$ cat src/jlp_pkg.sv
package jlp_pkg;

  // Field widths
  localparam int unsigned ChW     = 8;
  localparam int unsigned IdxW    = 8;
  localparam int unsigned CapW    = 8;
  localparam int unsigned NibW    = 4;

  // Defaults
  localparam int unsigned KeyLengthDef = 16;
  localparam logic [CapW-1:0] NameCapReset = 8'd32;

  // Fixed link head
  localparam int unsigned PfxLen = 16;
  localparam int unsigned PfxIdxW = $clog2(PfxLen);

  // Characters of interest
  localparam logic [ChW-1:0] ChNul   = 8'h00;
  localparam logic [ChW-1:0] ChSpace = 8'h20;
  localparam logic [ChW-1:0] ChDash  = 8'h2D;
  localparam logic [ChW-1:0] ChColon = 8'h3A;
  localparam logic [ChW-1:0] ChSlash = 8'h2F;
  localparam logic [ChW-1:0] ChDel   = 8'h7F;

  typedef enum logic [1:0] {
    KIND_NAME    = 2'd0,
    KIND_KEY     = 2'd1,
    KIND_VERDICT = 2'd2
  } kind_e;

  // The ok-with-key code doubles as "no error yet" in the run state
  typedef enum logic [3:0] {
    ST_OK_KEY        = 4'd0,
    ST_OK_NOKEY      = 4'd1,
    ST_BAD_PREFIX    = 4'd2,
    ST_BAD_NAME_LEN  = 4'd3,
    ST_BAD_NAME_CHAR = 4'd4,
    ST_BAD_HEX       = 4'd5,
    ST_TOO_MANY      = 4'd6,
    ST_DANGLING      = 4'd7,
    ST_SHORT_KEY     = 4'd8
  } status_e;

  typedef enum logic [2:0] {
    PH_PREFIX = 3'b001,
    PH_NAME   = 3'b010,
    PH_KEY    = 3'b100
  } phase_e;

  typedef struct packed {
    kind_e           kind;
    logic [IdxW-1:0] index;
    logic [ChW-1:0]  value;
    status_e         status;
    logic            end_res;
  } res_t;

  // Results produced by one item, in delivery order
  typedef struct packed {
    logic [1:0] n;
    res_t       r0;
    res_t       r1;
  } push_t;

  function automatic logic [ChW-1:0] prefix_char(input logic [PfxIdxW-1:0] idx);
    logic [ChW-1:0] c;
    case (idx)
      4'd0:    c = 8'h6D; // m
      4'd1:    c = 8'h65; // e
      4'd2:    c = 8'h73; // s
      4'd3:    c = 8'h68; // h
      4'd4:    c = 8'h63; // c
      4'd5:    c = 8'h6F; // o
      4'd6:    c = 8'h72; // r
      4'd7:    c = 8'h65; // e
      4'd8:    c = 8'h3A; // :
      4'd9:    c = 8'h2F; // /
      4'd10:   c = 8'h2F; // /
      4'd11:   c = 8'h6A; // j
      4'd12:   c = 8'h6F; // o
      4'd13:   c = 8'h69; // i
      4'd14:   c = 8'h6E; // n
      default: c = 8'h2F; // /
    endcase
    return c;
  endfunction

  // Hex digit decode: bit 4 set when the character is a digit of either case
  function automatic logic [NibW:0] hex_nibble(input logic [ChW-1:0] c);
    logic [NibW:0] r;
    r = '0;
    if (c >= 8'h30 && c <= 8'h39) begin
      r = {1'b1, 4'(c - 8'h30)};
    end else if (c >= 8'h61 && c <= 8'h66) begin
      r = {1'b1, 4'(c - 8'h57)};
    end else if (c >= 8'h41 && c <= 8'h46) begin
      r = {1'b1, 4'(c - 8'h37)};
    end
    return r;
  endfunction

endpackage

$ cat src/jlp_core.sv
module jlp_core #(
  parameter int unsigned KEY_LENGTH = jlp_pkg::KeyLengthDef
) (
  input  logic                      clk_i,
  input  logic                      rst_ni,
  input  logic                      cfg_we_i,
  input  logic [jlp_pkg::CapW-1:0]  cfg_wdata_i,
  input  logic                      step_i,
  input  logic [jlp_pkg::ChW-1:0]   ch_i,
  input  logic                      last_i,
  output jlp_pkg::push_t            push_o
);
  import jlp_pkg::*;

  localparam int unsigned KcW = $clog2(KEY_LENGTH + 1);
  localparam logic [KcW-1:0] KeyLen = KcW'(KEY_LENGTH);

  logic [CapW-1:0] cap_q;
  phase_e          phase_q, phase_d;
  logic [IdxW-1:0] pos_q, pos_d;
  logic [KcW-1:0]  kc_q, kc_d;
  logic [NibW-1:0] held_q, held_d;
  logic            pend_q, pend_d;
  status_e         err_q, err_d;
  logic            bad_q, bad_d;
  logic            ended_q, ended_d;

  logic            emit_byte;
  res_t            byte_res;
  res_t            verdict_res;
  status_e         st;
  logic [NibW:0]   hex;

  // Name capacity register
  always_ff @(posedge clk_i or negedge rst_ni) begin
    if (!rst_ni) begin
      cap_q <= NameCapReset;
    end else if (cfg_we_i) begin
      cap_q <= cfg_wdata_i;
    end
  end

  // Advance the run state by one character
  always_comb begin
    phase_d   = phase_q;
    pos_d     = pos_q;
    kc_d      = kc_q;
    held_d    = held_q;
    pend_d    = pend_q;
    err_d     = err_q;
    bad_d     = bad_q;
    ended_d   = ended_q;
    emit_byte = 1'b0;
    byte_res  = '0;
    hex       = hex_nibble(ch_i);

    if (err_q == ST_OK_KEY && !ended_q) begin
      if (ch_i == ChNul) begin
        ended_d = 1'b1;
        if (phase_q == PH_PREFIX) err_d = ST_BAD_PREFIX;
      end else begin
        unique case (phase_q)
          PH_PREFIX: begin
            if (pos_q >= IdxW'(PfxLen) || ch_i != prefix_char(pos_q[PfxIdxW-1:0])) begin
              err_d = ST_BAD_PREFIX;
            end else if (pos_q == IdxW'(PfxLen - 1)) begin
              phase_d = PH_NAME;
              pos_d   = '0;
            end else begin
              pos_d = pos_q + 1'b1;
            end
          end
          PH_NAME: begin
            if (ch_i == ChSlash) begin
              if (pos_q == '0)  err_d = ST_BAD_NAME_LEN;
              else if (bad_q)   err_d = ST_BAD_NAME_CHAR;
              else              phase_d = PH_KEY;
            end else if ({1'b0, pos_q} + 9'd1 >= {1'b0, cap_q}) begin
              err_d = ST_BAD_NAME_LEN;
            end else begin
              if (ch_i < ChSpace || ch_i >= ChDel) bad_d = 1'b1;
              emit_byte      = 1'b1;
              byte_res.kind  = KIND_NAME;
              byte_res.index = pos_q;
              byte_res.value = ch_i;
              pos_d          = pos_q + 1'b1;
            end
          end
          PH_KEY: begin
            if (ch_i != ChSpace && ch_i != ChDash && ch_i != ChColon) begin
              if (!hex[NibW]) begin
                err_d = ST_BAD_HEX;
              end else if (!pend_q) begin
                held_d = hex[NibW-1:0];
                pend_d = 1'b1;
              end else if (kc_q >= KeyLen) begin
                err_d = ST_TOO_MANY;
              end else begin
                emit_byte      = 1'b1;
                byte_res.kind  = KIND_KEY;
                byte_res.index = {{(IdxW-KcW){1'b0}}, kc_q};
                byte_res.value = {held_q, hex[NibW-1:0]};
                kc_d           = kc_q + 1'b1;
                pend_d         = 1'b0;
              end
            end
          end
          default: ;
        endcase
      end
    end

    // Verdict from the state after this character
    if (err_d != ST_OK_KEY)       st = err_d;
    else if (phase_d == PH_PREFIX) st = ST_BAD_PREFIX;
    else if (phase_d == PH_NAME) begin
      if (pos_d == '0)  st = ST_BAD_NAME_LEN;
      else if (bad_d)   st = ST_BAD_NAME_CHAR;
      else              st = ST_OK_NOKEY;
    end
    else if (pend_d)          st = ST_DANGLING;
    else if (kc_d != KeyLen)  st = ST_SHORT_KEY;
    else                      st = ST_OK_KEY;

    verdict_res         = '0;
    verdict_res.kind    = KIND_VERDICT;
    verdict_res.status  = st;
    verdict_res.end_res = 1'b1;

    // Drop the run on the last character
    if (last_i) begin
      phase_d = PH_PREFIX;
      pos_d   = '0;
      kc_d    = '0;
      held_d  = '0;
      pend_d  = 1'b0;
      err_d   = ST_OK_KEY;
      bad_d   = 1'b0;
      ended_d = 1'b0;
    end
  end

  // Pack results in delivery order
  always_comb begin
    push_o = '0;
    if (step_i) begin
      push_o.n = {1'b0, emit_byte} + {1'b0, last_i};
      if (emit_byte) begin
        push_o.r0 = byte_res;
        push_o.r1 = verdict_res;
      end else begin
        push_o.r0 = verdict_res;
      end
    end
  end

  // Run state registers
  always_ff @(posedge clk_i or negedge rst_ni) begin
    if (!rst_ni) begin
      phase_q <= PH_PREFIX;
      pos_q   <= '0;
      kc_q    <= '0;
      held_q  <= '0;
      pend_q  <= 1'b0;
      err_q   <= ST_OK_KEY;
      bad_q   <= 1'b0;
      ended_q <= 1'b0;
    end else if (step_i) begin
      phase_q <= phase_d;
      pos_q   <= pos_d;
      kc_q    <= kc_d;
      held_q  <= held_d;
      pend_q  <= pend_d;
      err_q   <= err_d;
      bad_q   <= bad_d;
      ended_q <= ended_d;
    end
  end

endmodule

$ cat src/jlp_out_fifo.sv
module jlp_out_fifo (
  input  logic            clk_i,
  input  logic            rst_ni,
  input  jlp_pkg::push_t  push_i,
  output logic            room_o,
  output logic            out_valid_o,
  input  logic            out_ready_i,
  output jlp_pkg::res_t   out_o
);
  import jlp_pkg::*;

  localparam int unsigned Depth = 4;
  localparam int unsigned PtrW  = $clog2(Depth);

  res_t            mem_q [Depth];
  logic [PtrW-1:0] rd_q, wr_q, wr_nxt;
  logic [PtrW:0]   cnt_q;
  logic            pop;

  // Accept a new item only when two slots are free
  assign room_o      = cnt_q <= (PtrW+1)'(Depth - 2);
  assign out_valid_o = cnt_q != '0;
  assign out_o       = mem_q[rd_q];
  assign pop         = out_valid_o && out_ready_i;
  assign wr_nxt      = wr_q + 1'b1;

  // Write up to two results per cycle
  always_ff @(posedge clk_i) begin
    if (push_i.n != 2'd0) mem_q[wr_q]   <= push_i.r0;
    if (push_i.n == 2'd2) mem_q[wr_nxt] <= push_i.r1;
  end

  // Advance pointers and fill count
  always_ff @(posedge clk_i or negedge rst_ni) begin
    if (!rst_ni) begin
      rd_q  <= '0;
      wr_q  <= '0;
      cnt_q <= '0;
    end else begin
      if (pop) rd_q <= rd_q + 1'b1;
      wr_q  <= wr_q + PtrW'(push_i.n);
      cnt_q <= cnt_q + (PtrW+1)'(push_i.n) - (PtrW+1)'(pop);
    end
  end

endmodule

$ cat src/join_link_parser.sv
// Channel   Direction  Handshake                   Payload
// in        input      in_valid_i / in_ready_o     ch_i, last_i
// out       output     out_valid_o / out_ready_i   kind_o, index_o, value_o, status_o, end_res_o
// cfg       input      cfg_we_i (no wait)          cfg_wdata_i (name capacity)
//
// One character is taken per cycle while the result queue has room; its results leave
// one per cycle while out_ready_i is high, from a four-entry result queue, starting the
// cycle after the character is processed. A last character with a name or key byte
// yields two results. Reset clears the run state and sets the name capacity to 32.
// Input stalls only when the result queue has fewer than two free slots.
module join_link_parser #(
  parameter int unsigned KEY_LENGTH = jlp_pkg::KeyLengthDef
) (
  input  logic                      clk_i,
  input  logic                      rst_ni,
  input  logic                      cfg_we_i,
  input  logic [jlp_pkg::CapW-1:0]  cfg_wdata_i,
  input  logic                      in_valid_i,
  output logic                      in_ready_o,
  input  logic [jlp_pkg::ChW-1:0]   ch_i,
  input  logic                      last_i,
  output logic                      out_valid_o,
  input  logic                      out_ready_i,
  output logic [1:0]                kind_o,
  output logic [jlp_pkg::IdxW-1:0]  index_o,
  output logic [jlp_pkg::ChW-1:0]   value_o,
  output logic [3:0]                status_o,
  output logic                      end_res_o
);
  import jlp_pkg::*;

  logic           in_vld_q;
  logic [ChW-1:0] ch_q;
  logic           last_q;
  logic           room;
  logic           step;
  push_t          push;
  res_t           head;

  // Process the held item when the queue has room
  assign step       = in_vld_q && room;
  assign in_ready_o = !in_vld_q || step;

  // Input register
  always_ff @(posedge clk_i or negedge rst_ni) begin
    if (!rst_ni) begin
      in_vld_q <= 1'b0;
    end else if (in_ready_o) begin
      in_vld_q <= in_valid_i;
    end
  end

  always_ff @(posedge clk_i) begin
    if (in_valid_i && in_ready_o) begin
      ch_q   <= ch_i;
      last_q <= last_i;
    end
  end

  jlp_core #(
    .KEY_LENGTH (KEY_LENGTH)
  ) u_core (
    .clk_i       (clk_i),
    .rst_ni      (rst_ni),
    .cfg_we_i    (cfg_we_i),
    .cfg_wdata_i (cfg_wdata_i),
    .step_i      (step),
    .ch_i        (ch_q),
    .last_i      (last_q),
    .push_o      (push)
  );

  jlp_out_fifo u_out_fifo (
    .clk_i       (clk_i),
    .rst_ni      (rst_ni),
    .push_i      (push),
    .room_o      (room),
    .out_valid_o (out_valid_o),
    .out_ready_i (out_ready_i),
    .out_o       (head)
  );

  assign kind_o    = head.kind;
  assign index_o   = head.index;
  assign value_o   = head.value;
  assign status_o  = head.status;
  assign end_res_o = head.end_res;

endmodule
$ cat config.mk
export PLATFORM = sky130hd
export DESIGN_NAME = join_link_parser
export DESIGN_NICKNAME = d
export VERILOG_FILES = /design/src/jlp_pkg.sv /design/src/jlp_core.sv /design/src/jlp_out_fifo.sv /design/src/join_link_parser.sv
export SDC_FILE = /design/constraint.sdc
export NUM_CORES = 1
export LEC_CHECK = 0
export ABC_AREA = 1
export BUFFER_PORTS_ARGS = -buffer_cell sky130_fd_sc_hd__buf_4
export CORE_ASPECT_RATIO = 0.6
export CORE_MARGIN = 2
export CORE_UTILIZATION = 61
export CTS_BUF_LIST = sky130_fd_sc_hd__clkbuf_4 sky130_fd_sc_hd__clkbuf_8 sky130_fd_sc_hd__clkbuf_16
export CTS_CLUSTER_DIAMETER = 30
export DETAILED_ROUTE_END_ITERATION = 10
export MAX_ROUTING_LAYER = met4
export PLACE_DENSITY = 0.81
export SYNTH_ARGS = -nofsm -noshare
export SYNTH_HDL_FRONTEND = slang
export SYNTH_SLANG_ARGS = --single-unit
$ cat constraint.sdc
create_clock -name clk_i -period 4.9 [get_ports clk_i]
set_clock_uncertainty 0.1 [all_clocks]
set_input_delay 0.98 -clock clk_i [delete_from_list [all_inputs] [get_ports clk_i]]
set_output_delay 0.98 -clock clk_i [all_outputs]
set_load 0.1 [all_outputs]
==> results of run 1 <==
==> kinds of logic (layout without fill, tap and decap cells) <==
| group | after synthesis | in the layout |
|---|---|---|
| AO/OA/AOI/OAI | 234 | 234 |
| flip-flops | 140 | 140 |
| multiplexers | 2 | 2 |
| adder cells (fa/ha/maj) | 27 | 27 |
| buffers and inverters | 154 | 199 |
| AND/OR/NAND/NOR | 422 | 422 |
| XOR/XNOR | 12 | 12 |
==> tightest hold or removal path: stages, from the launching register on <==
cell	delay [ns]
dfxtp_1	0.32
nand3_1	0.06
o21ai_0	0.06
==> path summary, 6_finish.rpt <==
path,startpoint,to,slack (ns),cells after the start
min,u_out_fifo.mem_q[1][20]$_SDFFE_PP0P_,u_out_fifo.mem_q[1][20]$_SDFFE_PP0P_,0.38,2
max reg2reg,u_core.pos_q[1]$_DFFE_PN0P_,u_out_fifo.cnt_q[2]$_DFF_PN0_,0.42,23
max,u_core.pos_q[1]$_DFFE_PN0P_,u_out_fifo.cnt_q[2]$_DFF_PN0_,0.42,23
min reg2reg,u_out_fifo.mem_q[1][20]$_SDFFE_PP0P_,u_out_fifo.mem_q[1][20]$_SDFFE_PP0P_,0.38,2
max in group asynchronous,rst_ni,u_core.pos_q[0]$_DFFE_PN0P_,3.81,1
min in group asynchronous,rst_ni,u_core.held_q[1]$_DFFE_PN0P_,0.46,1
==> state kept, by name, indices dropped and copies added, names as in the netlist <==
register	count
u_out_fifo.mem_q	88
ch_q	8
u_core.cap_q	8
u_core.pos_q	8
u_core.kc_q	5
u_core.err_q	4
u_core.held_q	4
u_core.phase_q	3
u_out_fifo.cnt_q	3
u_out_fifo.rd_q	2
u_out_fifo.wr_q	2
in_vld_q	1
last_q	1
u_core.bad_q	1
u_core.ended_q	1
u_core.pend_q	1
==> synthesized netlist by cell type, types with 3 or more instances <==
library cell	instances
nand2_1	156
o21ai_0	138
nand3_1	128
inv_1	92
nor2_1	86
dfxtp_1	68
o22ai_1	51
dfrtp_1	41
clkbuf_1	35
edfxtp_1	29
ha_1	26
a21oi_1	18
nand4_1	13
inv_2	11
nand2_2	11
xor2_1	10
nand3_2	8
buf_6	6
nor2_2	6
nor3_1	5
a21boi_0	4
buf_2	4
nor2_4	4
o21ai_1	4
o22ai_2	4
buf_1	3
==> per-layer routing <==
layer | wire [um] | track usage | vias to the layer above
li1 | - | - | 3446
met1 | 9510 | 0.476 | 3406
met2 | 8710 | 0.456 | 417
met3 | 2670 | 0.108 | 39
met4 | 314 | 0.0865 | 0
met5 | 0 | - | -
==> cell usage in the layout (no fill, tap or decap), drive strengths merged, types with 2 or more instances in the layout <==
cell and instances:
a21boi 5, a21oi 21, a31oi 2, buf 62, bufinv 2, clkbuf 18
clkinv 2, dfrtp 41, dfstp 2, dfxtp 68, edfxtp 29, ha 26
inv 114, nand2 168, nand3 136, nand4 13, nor2 97, nor3 8
o211ai 2, o21ai 143, o221ai 2, o22ai 55, xnor2 2, xor2 10
==> per-stage QoR <==
stage | utilization | worst slack, ns
after detailed placement | 0.668 | 0.302
after global placement | 0.668 | 0.558
after CTS | 0.717 | 0.248
after floorplan | - | 0.897
final | 0.720 | 0.418
after global routing | 0.720 | 0.0452
==> timing repair <==
item,CTS,global route
setup endpoints to repair,0,90
gates resized for setup,0,6
endpoints found under the hold margin,0,0
setup buffers,0,2
==> area by class of cell <==
| class | count | area [um^2] | share of cell area |
|---|---|---|---|
| Multi-Input combinational cell | 697 | 3780 | 0.431 |
| Sequential cell | 140 | 3310 | 0.377 |
| Timing Repair Buffer | 62 | 465 | 0.0531 |
| Clock buffer | 18 | 439 | 0.0501 |
| Inverter | 105 | 400 | 0.0456 |
| Tap cell | 165 | 206 | 0.0235 |
| Clock inverter | 14 | 168 | 0.0191 |
==> report_power, final <==
part / internal (uW) / switching (uW)
clock network: 785 / 573
logic: 675 / 2370
registers: 1310 / 105
total: 2770 / 3050
==> out/results.tsv, run 1 <==
stage	metric	value	unit
synth	synth_top_family_by_area	simple AND/OR/NAND/NOR gates	
cells_and_area	nets	1072	
cells_and_area	fin_cells	1201	
timing	drv_slew	0	
global_routing	grt_max_degree	47	
placement	gp_congestion	0.974	
setup_path	arrival	4.73	ns
clock_tree	cts_sinks	140	
floorplan	ioPinCount	47	
setup_path	crit_path_frequent_cell	nand2_1	
floorplan	core	12200	um^2
synth	synth-edff-count	29	
synth	synth_compound_area_frac	0.173	
synth	yosysTopAreaCell	dfxtp_1	
drt	dr.pass1.iters	6	
cells_and_area	stdcell_area	8770	um^2
drt	viasPerCell	6.08	
timing	relSlewSlack	0.385	
drt	vias	7308	
timing	fin_crit	4.48	ns
setup_path	critPathLaunchType	flop	
drt	wl_per_cell	17.7	um
setup_path	path_cells	ha_1 -> inv_1 -> nor2_2 -> xor2_1 -> inv_1 -> ha_1 -> nand2_1 -> nor2_1 -> nand2_1 -> nand3_1 -> nand2_1 -> nand2_1 -> nand2_1 -> nand3_2 -> nor2_4 -> clkinvlp_4 -> a21oi_2 -> ha_1 -> nand2_1 -> ha_1 -> fa_1 -> xnor2_1 -> xor2_1	
timing	fin_setup_tns	0	ns
synth	ys_seq_area_frac	0.429	
global_routing	grt.overflow.total	0	
pwr	cellPowerDensity	662	nW/um^2
run_status	status	complete, no violations	
drt	drc	0	
synth	synth_seq_cells	140	
synth	synth_cell_types	49	
synth	yosysWarnings	0	
synth	synth_fa_ha_area_frac	0.0448	
clock_tree	htree_levels	4	
clock_tree	cts_tree	done	
setup_path	crit_type	reg -> reg	
drt	postRouteAntennaNets	0	
clock_tree	hold_buffers	0	
global_routing	grt_pass1_vias	6742	
placement	hpwl	14.4	mm
drt	wl	21.2	mm
timing	finalSetupViolCount	0	
synth	syn_area_per_cell	7.78	um^2
synth	synth_flop_cell	dfxtp_1	
floorplan	die-height	91.1	um
synth	synth-simple-area-share	0.254	
timing	grt_setup_unrepaired	false	
floorplan	rows	31	
setup_path	critPathBufInv	3	
clock_tree	clk_pin_slew	0.07	ns
timing	tightest_slew	0.910	ns
floorplan	die-area	13600	um^2
synth	synthesis.instances	991	
setup_path	endpoint_kind	flop	
timing	whs	0.379	ns
floorplan	die_x	149	um
global_routing	grt_first_pass_wirelength	34.6	mm
timing	min_period_over_period	0.915	
placement	dp_cells	1167	
cells_and_area	fillers	941	
synth	synth-xor-area-share	0.0136	
setup_path	cp_top_family	adder cells	
global_routing	antenna_found_initial	0	
job	drv_cap	0	
cells_and_area	syn2layout_area_growth	13.8	%
synth	synth_top_area_frac	0.177	
placement	post_dp_cell_area	8130	um^2
clock_tree	clock_latency	0.43	ns
setup_path	slowest_delay	0.46	ns
clock_tree	clock_path_buffers	2	
setup_path	critPathSlowestCell	dfrtp_1	
pwr	power	5810	uW
synth	synth_nets	1040	
setup_path	path_max_fanout	8	
global_routing	grt_usage	0.333	
placement	io_buffers	46	
pwr	ir_worst_vdd	0.555	mV
cells_and_area	drive_above_1_share	0.153	
pwr	p_leak	0.00383	uW
synth	synthArstFlopShare	0.307	
floorplan	initial_utilization	0.633	
clock_tree	cts_buffers	17	
synth	syn_area	7710	um^2
timing	hold_violations	0	
synth	synth_area_leaders	dfxtp_1 (18%), dfrtp_1 (13%), edfxtp_1 (11%)	
clock_tree	clock-root-buffer	clkbuf_16	
setup_path	critPathRequiredTime	5.15	ns
cells_and_area	diodes	0	
synth	synth.area.mux_share	0.00276	
drt	first_iter_violations	811	
hold_path	worstHoldPathType	reg -> reg	
timing	max_freq	223	MHz
No activity file was read; power rests on OpenSTA's default activity.
==> run 2, diff against run 1 <==
CORE_UTILIZATION = 63   (was 61)
PLACE_DENSITY = 0.83   (was 0.81)
SYNTH_HIERARCHICAL = 1   (was unset)
==> run 2 against run 1 <==
  * Flip-flop and latch count grew 4
  * Die area grew 17%
  * Non-clock buffer count grew 9
  * Via count grew 18%
  * Cell count grew 23%
  * Highest routed layer unchanged
==> out/results.tsv, run 2 <==
stage	metric	value	unit	change
run_status	status	complete, no violations		
floorplan	core	14500	um^2	+19%
floorplan	die-area	15900	um^2	+17%
setup_path	slowest_delay	0.49	ns	+0.03 ns
cells_and_area	drive_above_1_share	0.134		-0.0187
cells_and_area	nets	1322		+23%
pwr	p_int	2960	uW	+7.1%
pwr	switching_share	0.522		-0.00243
setup_path	critPathBufInv	7		+4
clock_tree	clock_latency	0.42	ns	about the same
job	drv_cap	0		unchanged
timing	tightest_slew	1.16	ns	+0.248 ns
cells_and_area	largest_reg_flops	92		+4.5%
global_routing	grt_first_pass_wirelength	41.1	mm	+19%
cells_and_area	fin_cells	1483		+23%
floorplan	die-height	98.3	um	+7.9%
synth	yosysWarnings	6		+6
synth	ys_seq_area_frac	0.440		+0.0107
cells_and_area	diodes	0		unchanged
setup_path	rr_worst_depth	26		+13%
pwr	seqPwrFrac	0.264		+0.021
hold_path	holdPathEnd	u_out_fifo/rd_q[1]$_DFFE_PN0P_		
setup_path	crit_path_frequent_cell	nand2_1		
synth	yosysTopAreaCell	edfxtp_1		
drt	viasPerCell	5.79		-4.8%
setup_path	endpoint_kind	flop		
setup_path	r2r_slack	0.51	ns	+0.10 ns
floorplan	initial_utilization	0.644		+0.0109
placement	gp_congestion	0.989		+1.5%
cells_and_area	register_area	4110	um^2	+24%
clock_tree	cts_setup_buffers	0		unchanged
drt	wl	25.3	mm	+19%
floorplan	die_x	161	um	+8.1%
synth	synth_flop_cell	edfxtp_1		
placement	hpwl	17.0	mm	+18%
synth	synth-edff-count	101		+250%
hold_path	hold-path-cell-count	2		unchanged
cells_and_area	final_cell_mix	nand2_1 (451), nand3_1 (116), inv_1 (105)		
pwr	switchingPower	3230	uW	+6.0%
cells_and_area	multi_input_area	4430	um^2	+17%
pwr	p_leak	0.00493	uW	+29%
synth	syn_area_per_cell	7.58	um^2	-2.5%
clock_tree	clock-root-buffer	clkbuf_16		
global_routing	antenna_found_initial	0		unchanged
drt	postRouteAntennaNets	0		unchanged
drt	wl_per_cell	17.1	um	-3.4%
global_routing	grt_pass1_vias	8036		+19%
timing	whs	0.388	ns	+0.00842 ns
setup_path	reg2reg_to	u_out_fifo/mem_q[3][1]$_DFFE_PP_		
clock_tree	htree_levels	4		unchanged
clock_tree	cts_tree	done		
global_routing	grt_max_degree	72		+53%
placement	io_buffers	46		unchanged
synth	synth_seq_cells	144		+2.9%
pwr	ir_worst_vdd	0.742	mV	+34%
timing	fin_setup_tns	0	ns	unchanged
clock_tree	cts_resized	0		unchanged
drt	dr.pass1.iters	8		+2
cells_and_area	layout.cells.most_common	nand2_1		
cells_and_area	syn2layout_area_growth	11.5	%	
setup_path	crit_type	reg -> reg		
timing	max_freq	228	MHz	+2.2%
setup_path	critPathSlowestCell	dfrtp_1		
setup_path	r2r_start	u_core/pos_q[1]$_DFFE_PN0P_		
timing	grt_setup_unrepaired	false		
setup_path	arrival	4.41	ns	-0.32 ns
floorplan	rows	34		+9.7%
synth	synth_area_leaders	edfxtp_1 (32%), nand2_1 (18%), dfrtp_1 (11%)		
pwr	cellPowerDensity	594	nW/um^2	-10%
hold_path	worstHoldPathType	reg -> reg		
timing	relSlewSlack	0.227		-0.158
synth	syn_area	9340	um^2	+21%
cells_and_area	fillers	1142		+21%
synth	synth_cell_types	52		+6.1%
timing	drv_slew	0		unchanged
timing	min_period_over_period	0.895		-0.0198
setup_path	cp_top_family	simple AND/OR/NAND/NOR gates		
synth	synthTopCellsByCount	nand2_1 (452), nand3_1 (116), inv_1 (105), edfxtp_1 (101), nor2_1 (89)		
clock_tree	cts_buffers	17		unchanged
global_routing	grt_usage	0.345		+0.0113
pwr	power	6190	uW	+6.5%
setup_path	cp.depth	26		+13%
clock_tree	clk_pin_slew	0.06	ns	about the same
setup_path	critPathRequiredTime	4.93	ns	-0.22 ns
clock_tree	hold_buffers	0		unchanged
drt	first_iter_violations	1108		+37%
clock_tree	clock_path_buffers	2		unchanged
cells_and_area	regMostFlops	u_out_fifo/mem_q		
synth	synthesis.instances	1232		+24%
global_routing	grt.overflow.total	0		unchanged
pwr	combPwrFrac	0.529		+0.005
hold_path	min_from	u_out_fifo/rd_q[1]$_DFFE_PN0P_		
drt	vias	8591		+18%
setup_path	path_max_fanout	17		+9
clock_tree	cts_sinks	144		+2.9%
drt	drc	0		unchanged
synth	synthArstFlopShare	0.299		-0.00853
synth	synth_most_common_cell	nand2_1		
synth	synth_top_area_frac	0.325		+0.148
pwr	p_clk_frac	0.207		-0.027
timing	fin_crit	4.39	ns	-0.0972 ns
placement	dp_cells	1451		+24%
setup_path	critPathLaunchType	flop		
timing	finalSetupViolCount	0		unchanged
floorplan	ioPinCount	47		unchanged
timing	hold_violations	0		unchanged
[run 2: cell types whose count changed after synthesis, sizes merged, moves of 15 or more]
| cell | previous run | this run |
|---|---|---|
| edfxtp | 29 | 101 |
| nand3 | 136 | 121 |
| dfxtp | 68 | 0 |
| clkbuf | 35 | 17 |
| nand2 | 168 | 461 |
| buf | 14 | 49 |
| inv | 104 | 121 |
| o22ai | 55 | 16 |
| o21ai | 143 | 73 |
[run 2: power groups by stage]
stage / clock network [uW] / logic, uW / registers, uW
CTS: 1290 / 3230 / 1630
finish: 1280 / 3270 / 1630
global route: 1340 / 3490 / 1650
global placement: 0 / 3160 / 1650
floorplan: 0 / 2480 / 1620
detailed placement: 0 / 3210 / 1650
[run 2: area by class of cell]
type | count | area share
clock inverter | 14 | 0.0138
multi-input combinational | 912 | 0.425
timing repair buffer | 71 | 0.0539
tap | 198 | 0.0238
inverter | 126 | 0.0467
sequential | 144 | 0.395
clock buffer | 18 | 0.0416
[run 2: per-layer routing]
metal,GRT usage,vias to the layer above,wire length (um)
met5,-,-,0
met3,0.0743,29,3330
met2,0.475,578,10400
li1,-,4075,-
met1,0.513,3909,11300
met4,0.0968,0,248
[run 2: worst max-delay path by stage]
stage | start | to
finish | u_core/pos_q[1]$_DFFE_PN0P_ | u_out_fifo/mem_q[3][1]$_DFFE_PP_
global route | u_core/pos_q[1]$_DFFE_PN0P_ | u_out_fifo/mem_q[3][1]$_DFFE_PP_
CTS | u_core/pos_q[0]$_DFFE_PN0P_ | u_out_fifo/mem_q[1][8]$_DFFE_PP_
detailed placement | u_core/pos_q[0]$_DFFE_PN0P_ | u_out_fifo/mem_q[1][10]$_DFFE_PP_
global placement | u_core/pos_q[0]$_DFFE_PN0P_ | u_out_fifo/mem_q[1][11]$_DFFE_PP_
floorplan | u_core/pos_q[0]$_DFFE_PN0P_ | u_out_fifo/mem_q[3][0]$_DFFE_PP_
[run 2: metrics by stage]
stage | instance area (um^2) | util | setup WS (ns)
after detailed placement | 9830 | 0.678 | 0.418
after floorplan | 9400 | - | 0.399
after CTS | 10400 | 0.717 | 0.376
after global routing | 10400 | 0.718 | 0.0451
after global placement | 9830 | 0.678 | 0.643
final | 10400 | 0.718 | 0.515
[run 2: logic make-up after synthesis]
logic type	after synthesis	synth area share
xor gates and xnor gates	8	0.00750
adders and majority gates	28	0.0383
and+or+nand+nor	721	0.338
buffers and inverters	192	0.0932
AOI/OAI and AO/OA	137	0.0815
DFF	144	0.440
other	1	0.000401
muxes	1	0.00121
[run 2: worst min-delay path, cell delays in order, from the launching register on]
cell and delay [ns]:
dfrtp_1 0.34, nand2_1 0.06, nand2_1 0.05
